### src/lbtc_pkg.sv
`timescale 1ns / 1ps
// ----------------------------------------------------------------------------
// lbtc_pkg: shared definitions for the LRU block translation cache
// Field widths, block geometry, controller states and the write-enable
// group of the slot table.
// ----------------------------------------------------------------------------
package lbtc_pkg;

  // Block geometry: the source space is cut into blocks of 2^BLOCK_BITS bytes.
  localparam int BLOCK_BITS  = 16;
  localparam int BLOCK_COUNT = 1024;
  localparam int BLK_W       = $clog2(BLOCK_COUNT);

  // Default number of slots.
  localparam int SLOT_COUNT_DEF = 512;

  // Port widths.
  localparam int IN_W   = 26;
  localparam int ADDR_W = 25;
  localparam int CFG_W  = 10;

  // Controller states.
  typedef enum logic [2:0] {
    ST_CLEAR,
    ST_IDLE,
    ST_MAP,
    ST_SLOT,
    ST_PV,
    ST_NX,
    ST_TAIL,
    ST_DONE
  } lbtc_state_e;

  // Field write enables of one slot table entry.
  typedef struct packed {
    logic owner;
    logic prev;
    logic next;
  } lbtc_slot_wen_t;

endpackage

### src/lbtc_ctrl.sv
`timescale 1ns / 1ps
// ----------------------------------------------------------------------------
// lbtc_ctrl: lookup and replacement sequencer
// Sweeps both memories after reset or a slot count write, then per item reads
// the block map and the slot table, decides hit or miss, and writes back the
// owner, the map entry and the list links, one slot table write at a time.
// ----------------------------------------------------------------------------
module lbtc_ctrl
  import lbtc_pkg::*;
#(
  parameter int SLOT_COUNT = SLOT_COUNT_DEF,
  localparam int SLOT_W = $clog2(SLOT_COUNT),
  localparam int LINK_W = SLOT_W + 1,
  localparam int CNT_W  = $clog2(SLOT_COUNT + 1)
) (
  input  logic              clk_i,
  input  logic              rst_ni,
  input  logic [CNT_W-1:0]  count_i,
  input  logic              cfg_wr_i,
  // Input item
  input  logic              in_valid_i,
  output logic              in_stall_o,
  input  logic [IN_W-1:0]   in_byte_offset_i,
  // Finished result
  output logic              res_valid_o,
  input  logic              res_take_i,
  output logic [ADDR_W-1:0] res_mapped_address_o,
  output logic              res_miss_o,
  output logic [BLK_W-1:0]  res_fill_block_o,
  output logic              res_evicted_valid_o,
  output logic [BLK_W-1:0]  res_evicted_block_o,
  // Block map memory
  output logic              map_we_o,
  output logic [BLK_W-1:0]  map_waddr_o,
  output logic [SLOT_W-1:0] map_wdata_o,
  output logic [BLK_W-1:0]  map_raddr_o,
  input  logic [SLOT_W-1:0] map_rdata_i,
  // Slot table memory
  output lbtc_slot_wen_t    slot_wen_o,
  output logic [SLOT_W-1:0] slot_waddr_o,
  output logic              slot_wvalid_o,
  output logic [BLK_W-1:0]  slot_wowner_o,
  output logic [LINK_W-1:0] slot_wprev_o,
  output logic [LINK_W-1:0] slot_wnext_o,
  output logic [SLOT_W-1:0] slot_raddr_a_o,
  input  logic              rd_a_valid_i,
  input  logic [BLK_W-1:0]  rd_a_owner_i,
  input  logic [LINK_W-1:0] rd_a_prev_i,
  input  logic [LINK_W-1:0] rd_a_next_i,
  output logic [SLOT_W-1:0] slot_raddr_b_o,
  input  logic              rd_b_valid_i,
  input  logic [BLK_W-1:0]  rd_b_owner_i,
  input  logic [LINK_W-1:0] rd_b_prev_i,
  input  logic [LINK_W-1:0] rd_b_next_i
);

  // A link with its top bit set points nowhere.
  localparam logic [LINK_W-1:0] LINK_NONE = {1'b1, {SLOT_W{1'b0}}};

  lbtc_state_e state_q, state_d;

  logic [BLK_W-1:0]      clr_cnt_q, clr_cnt_d;
  logic [SLOT_W-1:0]     head_q, head_d;
  logic [SLOT_W-1:0]     tail_q, tail_d;
  logic [BLK_W-1:0]      blk_q, blk_d;
  logic [BLOCK_BITS-1:0] low_q, low_d;
  logic [SLOT_W-1:0]     sm_q, sm_d;
  logic [SLOT_W-1:0]     s_q, s_d;
  logic [LINK_W-1:0]     pv_q, pv_d;
  logic [LINK_W-1:0]     nx_q, nx_d;
  logic                  miss_q, miss_d;
  logic                  evv_q, evv_d;
  logic [BLK_W-1:0]      evb_q, evb_d;

  logic              hit;
  logic [SLOT_W-1:0] sel_s;
  logic [LINK_W-1:0] sel_pv;
  logic [LINK_W-1:0] sel_nx;
  logic [BLK_W:0]    clr_next_idx;

  // Control registers.
  always_ff @(posedge clk_i or negedge rst_ni) begin
    if (!rst_ni) begin
      state_q   <= ST_CLEAR;
      clr_cnt_q <= '0;
      head_q    <= '0;
      tail_q    <= '0;
    end else begin
      state_q   <= state_d;
      clr_cnt_q <= clr_cnt_d;
      head_q    <= head_d;
      tail_q    <= tail_d;
    end
  end

  // Item registers.
  always_ff @(posedge clk_i) begin
    blk_q  <= blk_d;
    low_q  <= low_d;
    sm_q   <= sm_d;
    s_q    <= s_d;
    pv_q   <= pv_d;
    nx_q   <= nx_d;
    miss_q <= miss_d;
    evv_q  <= evv_d;
    evb_q  <= evb_d;
  end

  // Hit check: the mapped slot is in use and still owned by this block.
  assign hit    = (CNT_W'(sm_q) < count_i) && rd_a_valid_i && (rd_a_owner_i == blk_q);
  assign sel_s  = hit ? sm_q : head_q;
  assign sel_pv = hit ? rd_a_prev_i : rd_b_prev_i;
  assign sel_nx = hit ? rd_a_next_i : rd_b_next_i;

  assign clr_next_idx = (BLK_W + 1)'(clr_cnt_q) + 1'b1;

  // Next state, memory accesses and list updates.
  always_comb begin
    state_d   = state_q;
    clr_cnt_d = clr_cnt_q;
    head_d    = head_q;
    tail_d    = tail_q;
    blk_d     = blk_q;
    low_d     = low_q;
    sm_d      = sm_q;
    s_d       = s_q;
    pv_d      = pv_q;
    nx_d      = nx_q;
    miss_d    = miss_q;
    evv_d     = evv_q;
    evb_d     = evb_q;

    map_we_o       = 1'b0;
    map_waddr_o    = blk_q;
    map_wdata_o    = sel_s;
    map_raddr_o    = in_byte_offset_i[BLOCK_BITS +: BLK_W];
    slot_wen_o     = '0;
    slot_waddr_o   = s_q;
    slot_wvalid_o  = 1'b1;
    slot_wowner_o  = blk_q;
    slot_wprev_o   = {1'b0, tail_q};
    slot_wnext_o   = LINK_NONE;
    slot_raddr_a_o = map_rdata_i;
    slot_raddr_b_o = head_q;
    res_valid_o    = 1'b0;

    unique case (state_q)
      // Clearing pass: map entries to zero, slot entries to the initial list.
      ST_CLEAR: begin
        map_we_o      = 1'b1;
        map_waddr_o   = clr_cnt_q;
        map_wdata_o   = '0;
        slot_waddr_o  = clr_cnt_q[SLOT_W-1:0];
        slot_wvalid_o = 1'b0;
        slot_wowner_o = '0;
        slot_wprev_o  = (clr_cnt_q == '0) ? LINK_NONE
                                          : {1'b0, SLOT_W'(clr_cnt_q - 1'b1)};
        slot_wnext_o  = (clr_next_idx >= (BLK_W + 1)'(count_i)) ? LINK_NONE
                                          : {1'b0, SLOT_W'(clr_next_idx)};
        if (clr_cnt_q < BLK_W'(SLOT_COUNT)) begin
          slot_wen_o = '{owner: 1'b1, prev: 1'b1, next: 1'b1};
        end
        head_d    = '0;
        tail_d    = SLOT_W'(count_i - 1'b1);
        clr_cnt_d = clr_cnt_q + 1'b1;
        if (clr_cnt_q == BLK_W'(BLOCK_COUNT - 1)) begin
          state_d = ST_IDLE;
        end
      end
      // Accept an item; the map read is issued in the same cycle.
      ST_IDLE: begin
        if (in_valid_i) begin
          blk_d   = in_byte_offset_i[BLOCK_BITS +: BLK_W];
          low_d   = in_byte_offset_i[BLOCK_BITS-1:0];
          state_d = ST_MAP;
        end
      end
      // Map data back: read the mapped slot and the list head.
      ST_MAP: begin
        sm_d    = map_rdata_i;
        state_d = ST_SLOT;
      end
      // Decide, take over the slot on a miss and detach it from the list.
      ST_SLOT: begin
        s_d    = sel_s;
        pv_d   = sel_pv;
        nx_d   = sel_nx;
        miss_d = !hit;
        evv_d  = !hit && rd_b_valid_i;
        evb_d  = (!hit && rd_b_valid_i) ? rd_b_owner_i : '0;
        slot_waddr_o = sel_s;
        if (!hit) begin
          slot_wen_o.owner = 1'b1;
          map_we_o         = 1'b1;
        end
        if (sel_nx[SLOT_W]) begin
          // Already the most recently used slot.
          state_d = ST_DONE;
        end else begin
          slot_wen_o.prev = 1'b1;
          slot_wen_o.next = 1'b1;
          if (sel_pv[SLOT_W]) begin
            head_d  = sel_nx[SLOT_W-1:0];
            state_d = ST_NX;
          end else begin
            state_d = ST_PV;
          end
        end
      end
      // Predecessor skips over the moved slot.
      ST_PV: begin
        slot_wen_o.next = 1'b1;
        slot_waddr_o    = pv_q[SLOT_W-1:0];
        slot_wnext_o    = nx_q;
        state_d         = ST_NX;
      end
      // Successor points back to the predecessor.
      ST_NX: begin
        slot_wen_o.prev = 1'b1;
        slot_waddr_o    = nx_q[SLOT_W-1:0];
        slot_wprev_o    = pv_q;
        state_d         = ST_TAIL;
      end
      // Old tail links forward to the moved slot, which becomes the tail.
      ST_TAIL: begin
        slot_wen_o.next = 1'b1;
        slot_waddr_o    = tail_q;
        slot_wnext_o    = {1'b0, s_q};
        tail_d          = s_q;
        state_d         = ST_DONE;
      end
      // Hand the result to the output register.
      ST_DONE: begin
        res_valid_o = 1'b1;
        if (res_take_i) begin
          state_d = ST_IDLE;
        end
      end
      default: begin
        state_d = ST_CLEAR;
      end
    endcase

    // A slot count write restarts the clearing pass.
    if (cfg_wr_i) begin
      state_d   = ST_CLEAR;
      clr_cnt_d = '0;
    end
  end

  assign in_stall_o = (state_q != ST_IDLE);

  // Result fields.
  assign res_mapped_address_o = (ADDR_W'(s_q) << BLOCK_BITS) | ADDR_W'(low_q);
  assign res_miss_o           = miss_q;
  assign res_fill_block_o     = miss_q ? blk_q : '0;
  assign res_evicted_valid_o  = evv_q;
  assign res_evicted_block_o  = evb_q;

endmodule

### config.mk
export PLATFORM = sky130hd
export DESIGN_NAME = lbtc_ctrl
export DESIGN_NICKNAME = d
export VERILOG_FILES = /design/src/lbtc_pkg.sv /design/src/lbtc_ctrl.sv
export SDC_FILE = /design/constraint.sdc
export NUM_CORES = 1
export LEC_CHECK = 0
export BUFFER_PORTS_ARGS = -buffer_cell sky130_fd_sc_hd__buf_2
export CORE_ASPECT_RATIO = 1.5
export CORE_MARGIN = 3
export CORE_UTILIZATION = 40
export DETAILED_ROUTE_END_ITERATION = 12
export HOLD_SLACK_MARGIN = 0.02
export PLACE_DENSITY = 0.71
export SYNTH_ARGS = -nofsm -noshare
export SYNTH_HDL_FRONTEND = slang
export SYNTH_SLANG_ARGS = --single-unit
### constraint.sdc
create_clock -name clk_i -period 3.15 [get_ports clk_i]
set_input_delay 0.1575 -clock clk_i [delete_from_list [all_inputs] [get_ports clk_i]]
set_output_delay 0.1575 -clock clk_i [all_outputs]
set_load 0.02 [all_outputs]
==> results of run 1 <==
==> path summary, 6_finish.rpt <==
path	start	end
worst max-delay path	clr_cnt_q[1]$_DFFE_PN0P_	slot_wnext_o[8]
worst min-delay path	rd_a_prev_i[5]	pv_q[5]$_DFFE_PP_
worst max register to register	sm_q[8]$_DFFE_PP_	nx_q[8]$_DFFE_PP_
worst min register to register	tail_q[1]$_DFFE_PN0P_	tail_q[1]$_DFFE_PN0P_
max in group asynchronous	rst_ni	clr_cnt_q[0]$_DFFE_PN0P_
min in group asynchronous	rst_ni	slot_raddr_b_o[0]$_DFFE_PN0P_
==> kinds of logic after synthesis <==
logic type / Yosys count
AOI/OAI and AO/OA: 142
xor gates and xnor gates: 39
adders and majority gates: 21
buffers and inverters: 89
DFF: 107
muxes: 38
and+or+nand+nor: 154
==> per-layer routing <==
metal / wire, um / vias up
met2: 12640 / 298
li1: - / 2739
met1: 8002 / 2882
met5: 21 / -
met4: 1049 / 4
met3: 1653 / 76
==> registers in the layout (all words and copies together), names as in the netlist, 10 cells and up <==
register and cells:
pv_q 10, res_evicted_block_o 10, blk_q 10, nx_q 10, low_q 16, clr_cnt_q 10
==> report_power, final <==
part	switching (mW)	internal, mW	total (mW)
combinational	0.256	0.216	0.472
clock	0.585	0.584	1.17
sequential	0.0124	1.52	1.53
total	0.853	2.32	3.17
==> stage by stage <==
| step | std cells | area [sq um] | setup TNS (ns) | hold slack [ns] |
|---|---|---|---|---|
| final | 1091 | 8880 | -0.07706 | 0.09115 |
| after detailed placement | 1021 | 7795 | 0 | 0.2865 |
| after global routing | 1091 | 8880 | -1.018 | 0.08668 |
| after floorplan | 590 | 6326 | 0 | -0.1381 |
| after global placement | 1021 | 7795 | 0 | 0.2787 |
| after CTS | 1088 | 8716 | 0 | 0.08330 |
==> cell usage after synthesis (10+ instances only) <==
cell                        n
sky130_fd_sc_hd__and3_1    13
sky130_fd_sc_hd__nor2b_1   10
sky130_fd_sc_hd__o21ai_1   12
sky130_fd_sc_hd__dfrtp_1   31
sky130_fd_sc_hd__ha_1      21
sky130_fd_sc_hd__a21o_1    13
sky130_fd_sc_hd__xor2_1    23
sky130_fd_sc_hd__buf_4     21
sky130_fd_sc_hd__nand2_1   35
sky130_fd_sc_hd__a221o_1   11
sky130_fd_sc_hd__edfxtp_1  76
sky130_fd_sc_hd__nor2_1    39
sky130_fd_sc_hd__clkbuf_1  23
sky130_fd_sc_hd__inv_1     33
sky130_fd_sc_hd__o21ai_0   22
sky130_fd_sc_hd__and2_1    19
sky130_fd_sc_hd__o221ai_1  18
sky130_fd_sc_hd__a21oi_1   22
sky130_fd_sc_hd__xnor2_1   16
sky130_fd_sc_hd__mux2i_1   19
==> worst register-to-register path: stages (launching register included) <==
cell                       delay, ns
sky130_fd_sc_hd__edfxtp_1       0.41
sky130_fd_sc_hd__ha_1           0.28
sky130_fd_sc_hd__nor2b_1        0.16
sky130_fd_sc_hd__nand3_1        0.10
sky130_fd_sc_hd__nand4_1        0.21
sky130_fd_sc_hd__buf_4          0.23
sky130_fd_sc_hd__a2111o_1       0.66
sky130_fd_sc_hd__buf_4          0.32
sky130_fd_sc_hd__mux2i_1        0.34
sky130_fd_sc_hd__inv_1          0.09
==> cell type report <==
type                            instances  area share
Clock buffer                           10     0.02691
Timing Repair Buffer                  336      0.2350
Clock inverter                          6    0.007327
Sequential cell                       107      0.3445
Inverter                               37     0.01564
Tap cell                              199     0.02804
Multi-Input combinational cell        396      0.3425
==> repair_timing <==
item,4_1_cts,5_1_grt
hold buffers,36,0
gates resized for setup,32,31
cloned,3,0
pin swaps,14,11
endpoints found under the setup margin,21,29
endpoints found under the hold margin,66,0
setup buffers,12,3
==> impl_table.tex, run 1 <==
\begin{tabular}{lr}
\hline
Metric & Value \\
\hline
\multicolumn{2}{l}{\textbf{Synthesis}} \\
\quad Post-Synthesis Cells & 590 \\
\quad Area share of the largest cell type after synthesis & 0.3608 \\
\quad Complex-gate fraction of the synthesized area & 0.1602 \\
\quad Number of warnings printed during yosys synthesis & 0 \\
\quad Yosys top cell by area & sky130\_fd\_sc\_hd\_\_edfxtp\_1 \\
\quad Main flop type after synthesis & sky130\_fd\_sc\_hd\_\_edfxtp\_1 \\
\quad Number of enable flip-flop cells after synthesis & 76 \\
\quad Mapped Avg Cell Area & 10.72 sq um \\
\quad Share of flip-flops with an asynchronous set or reset after synthesis & 0.2897 \\
\quad Syn Std Cell Area & 0.006326 sq mm \\
\quad Number of synthesized register bits & 107 \\
\quad Synth Net Count & 723 \\
\quad Number of distinct library cell variants in the gate-level netlist after synthesis & 61 \\
\quad Top cells by area in the synthesized netlist & sky130\_fd\_sc\_hd\_\_edfxtp\_1 36\%, sky130\_fd\_sc\_hd\_\_dfrtp\_1 12\%, sky130\_fd\_sc\_hd\_\_ha\_1 4.2\% \\
\quad Xor/xnor share of the synthesized area & 0.05400 \\
\quad Largest family of logic cells by synthesized area & compound AO/OA/AOI/OAI gates \\
\quad Synthesized-area fraction occupied by adder cells & 0.04153 \\
\quad Basic-gate share of the synthesized area counting and, or, nand and nor cells & 0.1246 \\
\quad Multiplexer share of the synthesized area & 0.06626 \\
\quad Sequential element share of the synthesized area & 0.4834 \\
\multicolumn{2}{l}{\textbf{Floorplanning}} \\
\quad Y dimension of the die & 160.0 um \\
\quad Floorplan core area & 0.01528 sq mm \\
\quad Die area & 0.01739 sq mm \\
\quad Die boundary width & 108.7 um \\
\quad Initial standard-cell utilization of the core & 0.4141 \\
\quad Number of I/O pins & 252 \\
\quad Site row count & 55 \\
\multicolumn{2}{l}{\textbf{STA}} \\
\quad Post-route worst setup slack & -0.02595 ns \\
\quad \# setup viols final & 5 \\
\quad Clock Skews & 0.009416 ns \\
\quad Worst rel slew slack & -0.02016 \\
\quad Fmax achieved & 0.3149 GHz \\
\quad Measured slew at the worst slew-check pin & 1.519 ns \\
\quad Unrepaired setup endpoints after global routing & true \\
\quad Min cycle time layout & 3.176 ns \\
\quad Count of final max-slew check failures & 10 \\
\quad Fin crit share & 1.008 \\
\quad Number of hold violations in the final report & 0 \\
\multicolumn{2}{l}{\textbf{Pwr}} \\
\quad Peak VDD IR & 0.2498 mV \\
\quad Standby leakage power & 4.244 nW \\
\quad Total power after layout & 3.172 mW \\
\quad Power density of the placed cells & 357.2 mW/mm\^{}2 \\
\multicolumn{2}{l}{\textbf{Hold path}} \\
\quad Hold Path Cell Cnt & 2 \\
\quad Hold Crit Class & primary input to flop \\
\multicolumn{2}{l}{\textbf{Clock tree}} \\
\quad Maximum level of the CTS H-tree & 3 \\
\quad Worst-skew pair later-pin latency & 0.36 ns \\
\quad CTS sink cnt & 107 \\
\quad CTS tree & yes \\
\quad Total clock buffers created by CTS & 9 \\
\quad Register clock-pin slew on the reported worst setup and hold paths & 0.08 ns \\
\quad Root buffer cell & sky130\_fd\_sc\_hd\_\_clkbuf\_16 \\
\quad Max Buffers Root-to-Sink & 2 \\
\multicolumn{2}{l}{\textbf{Global route}} \\
\quad Global-route wire length before repair & 35.12 mm \\
\quad Antenna violations before repair & 2 \\
\quad Largest net degree at the start of global routing & 32 \\
\quad Total congestion overflow after global routing & 0 \\
\quad Via count of the first global-routing pass & 6236 \\
\quad Met1 layer usage reported by global route & 0.2993 \\
\quad GRT Util Overall & 0.2676 \\
\quad Met3 Resource Use GR & 0.04893 \\
\quad Layer with the highest usage after global routing & met2 \\
\quad Routing usage on met2 & 0.4789 \\
\multicolumn{2}{l}{\textbf{Layout}} \\
\quad Most frequent standard cell in the layout excluding fill and tap cells & sky130\_fd\_sc\_hd\_\_buf\_2 \\
\quad Most used cells in the layout excluding fill and tap cells & 238 x sky130\_fd\_sc\_hd\_\_buf\_2, 76 x sky130\_fd\_sc\_hd\_\_edfxtp\_1, 48 x sky130\_fd\_sc\_hd\_\_buf\_4 \\
\quad Diode insertion count for antenna repair & 0 \\
\quad Area of combinational cells with multiple inputs & 0.003042 sq mm \\
\quad Layout filler cell count & 1342 \\
\quad Share of cells above drive strength 1 & 0.4126 \\
\quad Sequential standard cell area & 0.003059 sq mm \\
\quad Final \#Nets & 1020 \\
\quad Growth of design area from synthesis to finish & 40.37\% \\
\quad Util after Layout & 0.5812 \\
\multicolumn{2}{l}{\textbf{Detailed routing}} \\
\quad Wirelength per Cell & 21.42 um \\
\quad DRT antenna net count & 0 \\
\quad Number of remaining DRC errors & 0 \\
\quad Initial DRC Count & 391 \\
\quad Vias & 5999 \\
\quad Count of TritonRoute iterations in the first routing pass & 5 \\
\quad Detailed-route vias per instance & 5.499 \\
\quad Wire length reported by the detailed router & 23.37 mm \\
\multicolumn{2}{l}{\textbf{Placed design}} \\
\quad PortBufs & 251 \\
\quad Gp weighted congestion & 0.9483 \\
\quad Sum of net half-perimeters after detailed placement & 17.28 mm \\
\quad Worst slack, placed & 0.2113 ns \\
\multicolumn{2}{l}{\textbf{Setup path}} \\
\quad Crit path launch type & flop \\
\quad Number of cells traversed by the worst register-to-register path & 9 \\
\quad Cells along the critical path & ha\_4 -> nand3\_4 -> nor2\_4 -> nand3\_2 -> xnor2\_2 -> ha\_1 -> a21o\_1 -> a211oi\_2 -> o21ai\_1 -> a41oi\_2 -> buf\_4 -> a221o\_1 -> buf\_6 \\
\quad Slowest Stage Delay on Critical Path & 0.41 ns \\
\quad R2R Setup Slk & 0.12 ns \\
\quad Cell family with most CP delay & compound AO/OA/AOI/OAI gates \\
\quad Top fanout value on the critical path & 5 \\
\quad Startpoint-to-endpoint class of the critical path & flop to output pin \\
\quad Slowest-stage cell, CP & sky130\_fd\_sc\_hd\_\_dfrtp\_1 \\
\quad Endpoint arrival time on the critical path & 3.02 ns \\
\quad Worst path buffer plus inverter count & 2 \\
\quad Endpoint kind of the worst setup timing path & output pin \\
\quad Depth of the critical timing path with buffers and inverters included & 13 \\
\quad Worst EP required & 2.99 ns \\
\multicolumn{2}{l}{\textbf{Flow run}} \\
\quad Number of maximum-capacitance constraint violations & 1 \\
\multicolumn{2}{l}{\textbf{Run status}} \\
\quad Violations in the final reports & max-capacitance violations, max-slew violations, negative setup slack \\
\quad Result of the run & complete, but fails checks \\
\hline
\end{tabular}
Note: power is estimated with default switching activity, not from simulation.
==> run 2, diff against run 1 <==
--- a/config.mk
+++ b/config.mk
@@ -6,7 +6,7 @@
 export NUM_CORES = 1
 export LEC_CHECK = 0
 export BUFFER_PORTS_ARGS = -buffer_cell sky130_fd_sc_hd__buf_2
-export CORE_ASPECT_RATIO = 1.5
+export CORE_ASPECT_RATIO = 1.25
 export CORE_MARGIN = 3
 export CORE_UTILIZATION = 40
 export DETAILED_ROUTE_END_ITERATION = 12
==> run 2 against run 1 <==
The flow finishes with violations (negative setup slack). First-iteration DRC count is 31% higher. Via count is 0.40% lower. Critical path depth up 1. Final cell count increased by 1.5%. Non-clock buffer count is 9 higher. Wire length fell by 5.8%. Hold slack better by 0.0036 ns. Clock power is essentially flat. Maximum frequency is 0.68% lower. Die area down 0.13%. Highest routed layer is now met4.
==> impl_table.tex, run 2 (synthesis results as in run 1) <==
\begin{tabular}{lr}
\hline
Metric & Value \\
\hline
\multicolumn{2}{l}{\textbf{Run status}} \\
\quad Result of the run & complete, but fails checks \\
\quad Violations in the final reports & negative setup slack \\
\multicolumn{2}{l}{\textbf{Setup path}} \\
\quad Cell mode on critical path & sky130\_fd\_sc\_hd\_\_buf\_6 \\
\quad Cell family with most CP delay & compound AO/OA/AOI/OAI gates \\
\quad Slowest-stage cell, CP & sky130\_fd\_sc\_hd\_\_dfrtp\_1 \\
\quad Endpoint arrival time on the critical path & 3.04 ns (+0.02 ns) \\
\quad Worst EP required & 2.99 ns (about the same) \\
\quad Endpoint kind of the worst setup timing path & output pin \\
\quad Startpoint-to-endpoint class of the critical path & flop to output pin \\
\quad Worst path buffer plus inverter count & 3 (+1) \\
\quad Cells along the critical path & buf\_6 -> ha\_4 -> nand3\_4 -> nor2\_4 -> nand3\_4 -> xnor2\_2 -> ha\_1 -> a21o\_1 -> a211oi\_2 -> o21ai\_1 -> a41oi\_2 -> buf\_6 -> a221o\_1 -> buf\_6 \\
\quad Crit path launch type & flop \\
\quad Top fanout value on the critical path & 5 (unchanged) \\
\quad Depth of the critical timing path with buffers and inverters included & 14 (+1) \\
\quad Number of cells traversed by the worst register-to-register path & 9 (unchanged) \\
\quad Slowest Stage Delay on Critical Path & 0.38 ns (-0.03 ns) \\
\multicolumn{2}{l}{\textbf{Clock tree}} \\
\quad Max Buffers Root-to-Sink & 2 (unchanged) \\
\quad Total clock buffers created by CTS & 9 (unchanged) \\
\quad CTS tree & yes \\
\quad Root buffer cell & sky130\_fd\_sc\_hd\_\_clkbuf\_16 \\
\quad Register clock-pin slew on the reported worst setup and hold paths & 0.08 ns (about the same) \\
\quad Worst-skew pair later-pin latency & 0.35 ns (about the same) \\
\quad Maximum level of the CTS H-tree & 3 (unchanged) \\
\quad CTS sink cnt & 107 (unchanged) \\
\multicolumn{2}{l}{\textbf{Placed design}} \\
\quad PortBufs & 251 (unchanged) \\
\quad Worst slack, placed & 0.2017 ns (-0.009576 ns) \\
\quad Sum of net half-perimeters after detailed placement & 16.66 mm (-3.6\%) \\
\quad Gp weighted congestion & 0.9421 (-0.65\%) \\
\multicolumn{2}{l}{\textbf{STA}} \\
\quad Clock Skews & 0.01271 ns (+0.003298 ns) \\
\quad Fin crit share & 1.015 (+0.006884) \\
\quad Count of final max-slew check failures & 0 (-10) \\
\quad Post-route worst setup slack & -0.04763 ns (-0.02168 ns) \\
\quad Unrepaired setup endpoints after global routing & true \\
\quad Accumulated negative setup slack & -0.3152 ns (-0.2382 ns) \\
\quad Min cycle time layout & 3.198 ns (+0.02168 ns) \\
\quad Fmax achieved & 0.3127 GHz (-0.68\%) \\
\quad Measured slew at the worst slew-check pin & 0.7958 ns (-0.7228 ns) \\
\quad Worst rel slew slack & 0.4695 (+0.4896) \\
\quad \# setup viols final & 9 (+4) \\
\quad Number of hold violations in the final report & 0 (unchanged) \\
\multicolumn{2}{l}{\textbf{Floorplanning}} \\
\quad Number of I/O pins & 252 (unchanged) \\
\quad Die boundary width & 118.5 um (+9.0\%) \\
\quad Floorplan core area & 0.01526 sq mm (about the same) \\
\quad Site row count & 50 (-9.1\%) \\
\quad Initial standard-cell utilization of the core & 0.4144 (about the same) \\
\quad Y dimension of the die & 146.6 um (-8.4\%) \\
\quad Die area & 0.01737 sq mm (-0.13\%) \\
\multicolumn{2}{l}{\textbf{Pwr}} \\
\quad Fraction of power consumed by sequential logic & 0.481 (-0.002) \\
\quad Relative contribution of the clock network to total power & 0.371 (+0.003) \\
\quad Peak VDD IR & 0.2397 mV (-4.0\%) \\
\quad Power density of the placed cells & 353.4 mW/mm\^{}2 (-1.1\%) \\
\quad Power dissipated by switching net loads & 814.4 uW (-4.6\%) \\
\quad Sw frac & 0.2557 (-0.01340) \\
\quad Standby leakage power & 4.264 nW (+0.48\%) \\
\quad Logic pwr share & 0.148 (about the same) \\
\quad Cell internal power dissipation & 2.371 mW (+2.3\%) \\
\multicolumn{2}{l}{\textbf{Layout}} \\
\quad Most used cells in the layout excluding fill and tap cells & 237 x sky130\_fd\_sc\_hd\_\_buf\_2, 76 x sky130\_fd\_sc\_hd\_\_edfxtp\_1, 54 x sky130\_fd\_sc\_hd\_\_buf\_4 \\
\quad Final \#Nets & 1027 (+0.69\%) \\
\quad Flip-flop count of the largest register, all copies and words added & 16 (unchanged) \\
\quad Diode insertion count for antenna repair & 0 (unchanged) \\
\quad Sequential standard cell area & 0.003058 sq mm (about the same) \\
\quad Most frequent standard cell in the layout excluding fill and tap cells & sky130\_fd\_sc\_hd\_\_buf\_2 \\
\quad Area of combinational cells with multiple inputs & 0.003074 sq mm (+1.1\%) \\
\quad Register containing the most flip-flops in the final layout & low\_q \\
\quad Growth of design area from synthesis to finish & 42.48\% \\
\quad Share of cells above drive strength 1 & 0.4227 (+0.01014) \\
\quad Layout filler cell count & 1339 (-0.22\%) \\
\multicolumn{2}{l}{\textbf{Detailed routing}} \\
\quad Initial DRC Count & 514 (+31\%) \\
\quad Detailed-route vias per instance & 5.397 (-1.8\%) \\
\quad Wirelength per Cell & 19.88 um (-7.2\%) \\
\quad Wire length reported by the detailed router & 22.01 mm (-5.8\%) \\
\quad Count of TritonRoute iterations in the first routing pass & 5 (unchanged) \\
\quad Number of remaining DRC errors & 0 (unchanged) \\
\quad Vias & 5975 (-0.40\%) \\
\quad DRT antenna net count & 0 (unchanged) \\
\multicolumn{2}{l}{\textbf{Global route}} \\
\quad Global-route wire length before repair & 33.18 mm (-5.5\%) \\
\quad Largest net degree at the start of global routing & 32 (unchanged) \\
\quad GRT Util Overall & 0.2452 (-0.02236) \\
\quad Via count of the first global-routing pass & 5963 (-4.4\%) \\
\quad Antenna violations before repair & 0 (-2) \\
\quad Total congestion overflow after global routing & 0 (unchanged) \\
\multicolumn{2}{l}{\textbf{Flow run}} \\
\quad Number of maximum-capacitance constraint violations & 0 (-1) \\
\multicolumn{2}{l}{\textbf{Hold path}} \\
\quad Hold Crit Class & primary input to flop \\
\quad Hold Path Cell Cnt & 2 (unchanged) \\
\hline
\end{tabular}
==> run 2: cell types whose count changed in the layout (fill, tap and decap cells not counted), sizes merged <==
| cell | change |
|---|---|
| a2111o | -2 |
| bufinv | +1 |
| clkbuf | -1 |
| buf | +9 |
==> run 2: metal layers <==
metal	global-route usage	part of all wire
met4	0.1049	0.042
met2	0.4237	0.50
met5	0	0
met3	0.05347	0.089
met1	0.2947	0.37
==> run 2: layout make-up <==
class                      instances  share of cell area
clock inverter                     7            0.009439
sequential                       107              0.3393
tap                              208             0.02887
inverter                          37             0.01541
multi-input combinational        394              0.3411
clock buffer                       9             0.02499
timing repair buffer             345              0.2410
==> run 2: timing repair <==
action / in CTS / in global routing
endpoints found under the hold margin: 66 / 0
setup buffers: 5 / 17
gates resized for setup: 31 / 48
cloned: 1 / 0
hold buffers: 36 / 0
endpoints found under the setup margin: 14 / 20
pin swaps: 8 / 16
==> run 2: final timing paths <==
| kind | from | end | slack [ns] |
|---|---|---|---|
| setup / recovery | clr_cnt_q[0]$_DFFE_PN0P_ | slot_wnext_o[3] | -0.05 |
| hold / removal | rd_a_prev_i[3] | pv_q[3]$_DFFE_PP_ | 0.09 |
| setup reg to reg | sm_q[8]$_DFFE_PP_ | slot_raddr_b_o[3]$_DFFE_PN0P_ | 0.27 |
| hold reg to reg | tail_q[1]$_DFFE_PN0P_ | tail_q[1]$_DFFE_PN0P_ | 0.52 |
| max in group asynchronous | rst_ni | slot_raddr_b_o[0]$_DFFE_PN0P_ | 2.21 |
| min in group asynchronous | rst_ni | clr_cnt_q[7]$_DFFE_PN0P_ | 0.42 |
==> run 2: stage by stage <==
step / area (sq um) / util / instances / hold slack (ns) / power (mW)
after floorplan: 6326 / - / 590 / -0.1381 / 1.781
after global routing: 9014 / 0.5905 / 1107 / 0.08962 / 3.299
after detailed placement: 7816 / 0.5120 / 1033 / 0.2719 / 1.953
final: 9014 / 0.5905 / 1107 / 0.09478 / 3.185
after global placement: 7816 / 0.5120 / 1033 / 0.2779 / 1.947
after CTS: 8676 / 0.5684 / 1091 / 0.08260 / 3.177
==> run 2: power groups by stage <==
stage | combinational [mW] | sequential [mW] | clock, mW
after detailed placement | 0.394 | 1.56 | 0
after floorplan | 0.224 | 1.56 | 0
after global placement | 0.389 | 1.56 | 0
after CTS | 0.441 | 1.53 | 1.21
after global routing | 0.512 | 1.53 | 1.25
final | 0.473 | 1.53 | 1.18
==> run 3, diff against run 2 <==
--- a/config.mk
+++ b/config.mk
@@ -5,6 +5,7 @@
 export SDC_FILE = /design/constraint.sdc
 export NUM_CORES = 1
 export LEC_CHECK = 0
+export ABC_AREA = 0
 export BUFFER_PORTS_ARGS = -buffer_cell sky130_fd_sc_hd__buf_2
 export CORE_ASPECT_RATIO = 1.25
 export CORE_MARGIN = 3
@@ -12,6 +13,7 @@
 export DETAILED_ROUTE_END_ITERATION = 12
 export HOLD_SLACK_MARGIN = 0.02
 export PLACE_DENSITY = 0.71
+export SKIP_LAST_GASP = 1
 export SYNTH_ARGS = -nofsm -noshare
 export SYNTH_HDL_FRONTEND = slang
 export SYNTH_SLANG_ARGS = --single-unit
==> run 3 against run 2 <==
The flow still finishes with violations (negative setup slack). Die area unchanged. Global-route usage unchanged. Flip-flop and latch count unchanged. Maximum frequency decreased by 0.13%. Worst setup slack got worse by 0.0041 ns. Critical path type unchanged. Largest power group unchanged. Highest routed layer unchanged.
==> impl_table.tex, run 3 (synthesis results as in run 1) <==
\begin{tabular}{lr}
\hline
Metric & Value \\
\hline
\multicolumn{2}{l}{\textbf{Run status}} \\
\quad Result of the run & complete, but fails checks \\
\quad Violations in the final reports & negative setup slack \\
\multicolumn{2}{l}{\textbf{STA}} \\
\quad Measured slew at the worst slew-check pin & 0.7946 ns (-0.001235 ns) \\
\quad Count of final max-slew check failures & 0 (unchanged) \\
\quad Fmax achieved & 0.3123 GHz (-0.13\%) \\
\quad Number of hold violations in the final report & 0 (unchanged) \\
\quad Worst rel slew slack & 0.4703 (+0.0008230) \\
\quad Unrepaired setup endpoints after global routing & true \\
\quad Fin crit share & 1.016 (+0.001305) \\
\quad \# setup viols final & 9 (unchanged) \\
\quad Hold slack final & 0.09231 ns (-0.002465 ns) \\
\quad Accumulated negative setup slack & -0.3665 ns (-0.05130 ns) \\
\quad Post-route worst setup slack & -0.05174 ns (-0.004112 ns) \\
\quad Min cycle time layout & 3.202 ns (+0.004112 ns) \\
\quad Clock Skews & 0.01378 ns (+0.001071 ns) \\
\multicolumn{2}{l}{\textbf{Floorplanning}} \\
\quad Site row count & 50 (unchanged) \\
\quad Die boundary width & 118.5 um (unchanged) \\
\quad Y dimension of the die & 146.6 um (unchanged) \\
\quad Die area & 0.01737 sq mm (unchanged) \\
\quad Initial standard-cell utilization of the core & 0.4144 (unchanged) \\
\quad Number of I/O pins & 252 (unchanged) \\
\quad Floorplan core area & 0.01526 sq mm (unchanged) \\
\multicolumn{2}{l}{\textbf{Pwr}} \\
\quad Peak VDD IR & 0.2405 mV (+0.34\%) \\
\quad Power density of the placed cells & 354.6 mW/mm\^{}2 (+0.37\%) \\
\quad Total power after layout & 3.193 mW (+0.24\%) \\
\quad Standby leakage power & 4.268 nW (+0.10\%) \\
\multicolumn{2}{l}{\textbf{Setup path}} \\
\quad Startpoint-to-endpoint class of the critical path & flop to output pin \\
\quad Critical register-to-register path startpoint & sm\_q[8]\$\_DFFE\_PP\_ \\
\quad Endpoint arrival time on the critical path & 3.04 ns (about the same) \\
\quad Critical path startpoint & clr\_cnt\_q[0]\$\_DFFE\_PN0P\_ \\
\quad R2R Setup Slk & 0.27 ns (about the same) \\
\quad Critical Path Sink & slot\_wnext\_o[3] \\
\quad Worst EP required & 2.99 ns (about the same) \\
\quad Crit path launch type & flop \\
\quad Top fanout value on the critical path & 5 (unchanged) \\
\quad Endpoint of the worst register-to-register path & slot\_raddr\_b\_o[3]\$\_DFFE\_PN0P\_ \\
\quad Endpoint kind of the worst setup timing path & output pin \\
\quad Number of cells traversed by the worst register-to-register path & 9 (unchanged) \\
\multicolumn{2}{l}{\textbf{Layout}} \\
\quad Register containing the most flip-flops in the final layout & low\_q \\
\quad Util after Layout & 0.5898 (-0.0007380) \\
\quad Most used cells in the layout excluding fill and tap cells & 237 x sky130\_fd\_sc\_hd\_\_buf\_2, 76 x sky130\_fd\_sc\_hd\_\_edfxtp\_1, 56 x sky130\_fd\_sc\_hd\_\_buf\_4 \\
\quad Design Area, Final & 0.009002 sq mm (-0.12\%) \\
\quad Most frequent standard cell in the layout excluding fill and tap cells & sky130\_fd\_sc\_hd\_\_buf\_2 \\
\quad Final Instance Count excl. Fillers & 1107 (unchanged) \\
\quad Flip-flop count of the largest register, all copies and words added & 16 (unchanged) \\
\quad Growth of design area from synthesis to finish & 42.31\% \\
\quad Share of cells above drive strength 1 & 0.4216 (-0.001112) \\
\quad Diode insertion count for antenna repair & 0 (unchanged) \\
\quad Final \#Nets & 1027 (unchanged) \\
\multicolumn{2}{l}{\textbf{Detailed routing}} \\
\quad Vias & 6012 (+0.62\%) \\
\quad Number of remaining DRC errors & 0 (unchanged) \\
\quad Initial DRC Count & 542 (+5.4\%) \\
\quad Detailed-route vias per instance & 5.431 (+0.62\%) \\
\quad Count of TritonRoute iterations in the first routing pass & 5 (unchanged) \\
\quad Wire length reported by the detailed router & 22.21 mm (+0.88\%) \\
\quad Wirelength per Cell & 20.06 um (+0.88\%) \\
\quad DRT antenna net count & 0 (unchanged) \\
\multicolumn{2}{l}{\textbf{Clock tree}} \\
\quad Total clock buffers created by CTS & 9 (unchanged) \\
\quad Maximum level of the CTS H-tree & 3 (unchanged) \\
\quad Max Buffers Root-to-Sink & 2 (unchanged) \\
\quad CTS sink cnt & 107 (unchanged) \\
\quad Register clock-pin slew on the reported worst setup and hold paths & 0.08 ns (about the same) \\
\quad Root buffer cell & sky130\_fd\_sc\_hd\_\_clkbuf\_16 \\
\quad Worst-skew pair later-pin latency & 0.36 ns (about the same) \\
\quad CTS tree & yes \\
\multicolumn{2}{l}{\textbf{Global route}} \\
\quad GRT Util Overall & 0.2452 (unchanged) \\
\quad Largest net degree at the start of global routing & 32 (unchanged) \\
\quad Via count of the first global-routing pass & 5963 (unchanged) \\
\quad Global-route wire length before repair & 33.18 mm (unchanged) \\
\quad Antenna violations before repair & 0 (unchanged) \\
\quad Total congestion overflow after global routing & 0 (unchanged) \\
\multicolumn{2}{l}{\textbf{Placed design}} \\
\quad Worst slack, placed & 0.2017 ns (unchanged) \\
\quad Gp weighted congestion & 0.9421 (unchanged) \\
\quad PortBufs & 251 (unchanged) \\
\quad Number of cells after detailed placement & 1033 (unchanged) \\
\quad Sum of net half-perimeters after detailed placement & 16.66 mm (unchanged) \\
\quad Placed standard-cell area & 0.007816 sq mm (unchanged) \\
\multicolumn{2}{l}{\textbf{Flow run}} \\
\quad Number of maximum-capacitance constraint violations & 0 (unchanged) \\
\multicolumn{2}{l}{\textbf{Hold path}} \\
\quad Hold Crit Class & primary input to flop \\
\quad Hold Path Cell Cnt & 2 (unchanged) \\
\hline
\end{tabular}
==> run 3: cell counts in the layout (fill, tap and decap cells not counted) <==
Identical to the previous run, type by type.
==> run 3: timing repair <==
item / 4_1_cts / 5_1_grt
gates cloned: 1 / 0
resized for setup: 31 / 45
hold buffers: 36 / 0
buffers inserted: 5 / 17
pin swaps: 8 / 16
hold endpoints to repair: 66 / 0
endpoints found under the setup margin: 14 / 20
==> run 3: layout make-up <==
class                           instances  area [sq um]
Inverter                               37         138.9
Clock buffer                            9         225.2
Sequential cell                       107          3058
Fill cell                            1338          6262
Timing Repair Buffer                  345          2165
Tap cell                              208         260.3
Clock inverter                          7         85.08
Multi-Input combinational cell        394          3070
==> run 3: layer usage <==
metal  up-vias  part of all wire  global-route usage
met5         -                 0                   0
met1      2838              0.37              0.2947
li1       2753                 -                   -
met4         0             0.040              0.1049
met2       349              0.50              0.4237
met3        72             0.087             0.05347
==> run 3: worst max-delay path, cell delays in order (launching register included) <==
cell                       delay, ns
sky130_fd_sc_hd__dfrtp_1        0.38
sky130_fd_sc_hd__buf_6          0.12
sky130_fd_sc_hd__ha_4           0.14
sky130_fd_sc_hd__nand3_4        0.08
sky130_fd_sc_hd__nor2_4         0.17
sky130_fd_sc_hd__nand3_4        0.09
sky130_fd_sc_hd__xnor2_2        0.16
sky130_fd_sc_hd__ha_1           0.32
sky130_fd_sc_hd__a21o_1         0.18
sky130_fd_sc_hd__a211oi_2       0.20
sky130_fd_sc_hd__o21ai_1        0.11
sky130_fd_sc_hd__a41oi_2        0.26
sky130_fd_sc_hd__buf_6          0.18
sky130_fd_sc_hd__a221o_1        0.16
sky130_fd_sc_hd__buf_4          0.14
==> run 3: worst min-delay path by stage <==
stage,startpoint,end,slack [ns]
2_1_floorplan,rst_ni,clr_cnt_q[0]$_DFFE_PN0P_,-0.14
3_3_place_gp,rst_ni,clr_cnt_q[8]$_DFFE_PN0P_,0.28
3_5_place_dp,rst_ni,clr_cnt_q[8]$_DFFE_PN0P_,0.27
4_1_cts,rd_a_prev_i[4],pv_q[4]$_DFFE_PP_,0.08
5_1_grt,rd_a_prev_i[4],pv_q[4]$_DFFE_PP_,0.09
6_report,rd_a_prev_i[3],pv_q[3]$_DFFE_PP_,0.09
==> run 3: where the power goes <==
part | internal [mW] | switching (mW)
Combinational | 0.219 | 0.254
Sequential | 1.52 | 0.0133
Clock | 0.633 | 0.555
Total | 2.37 | 0.822
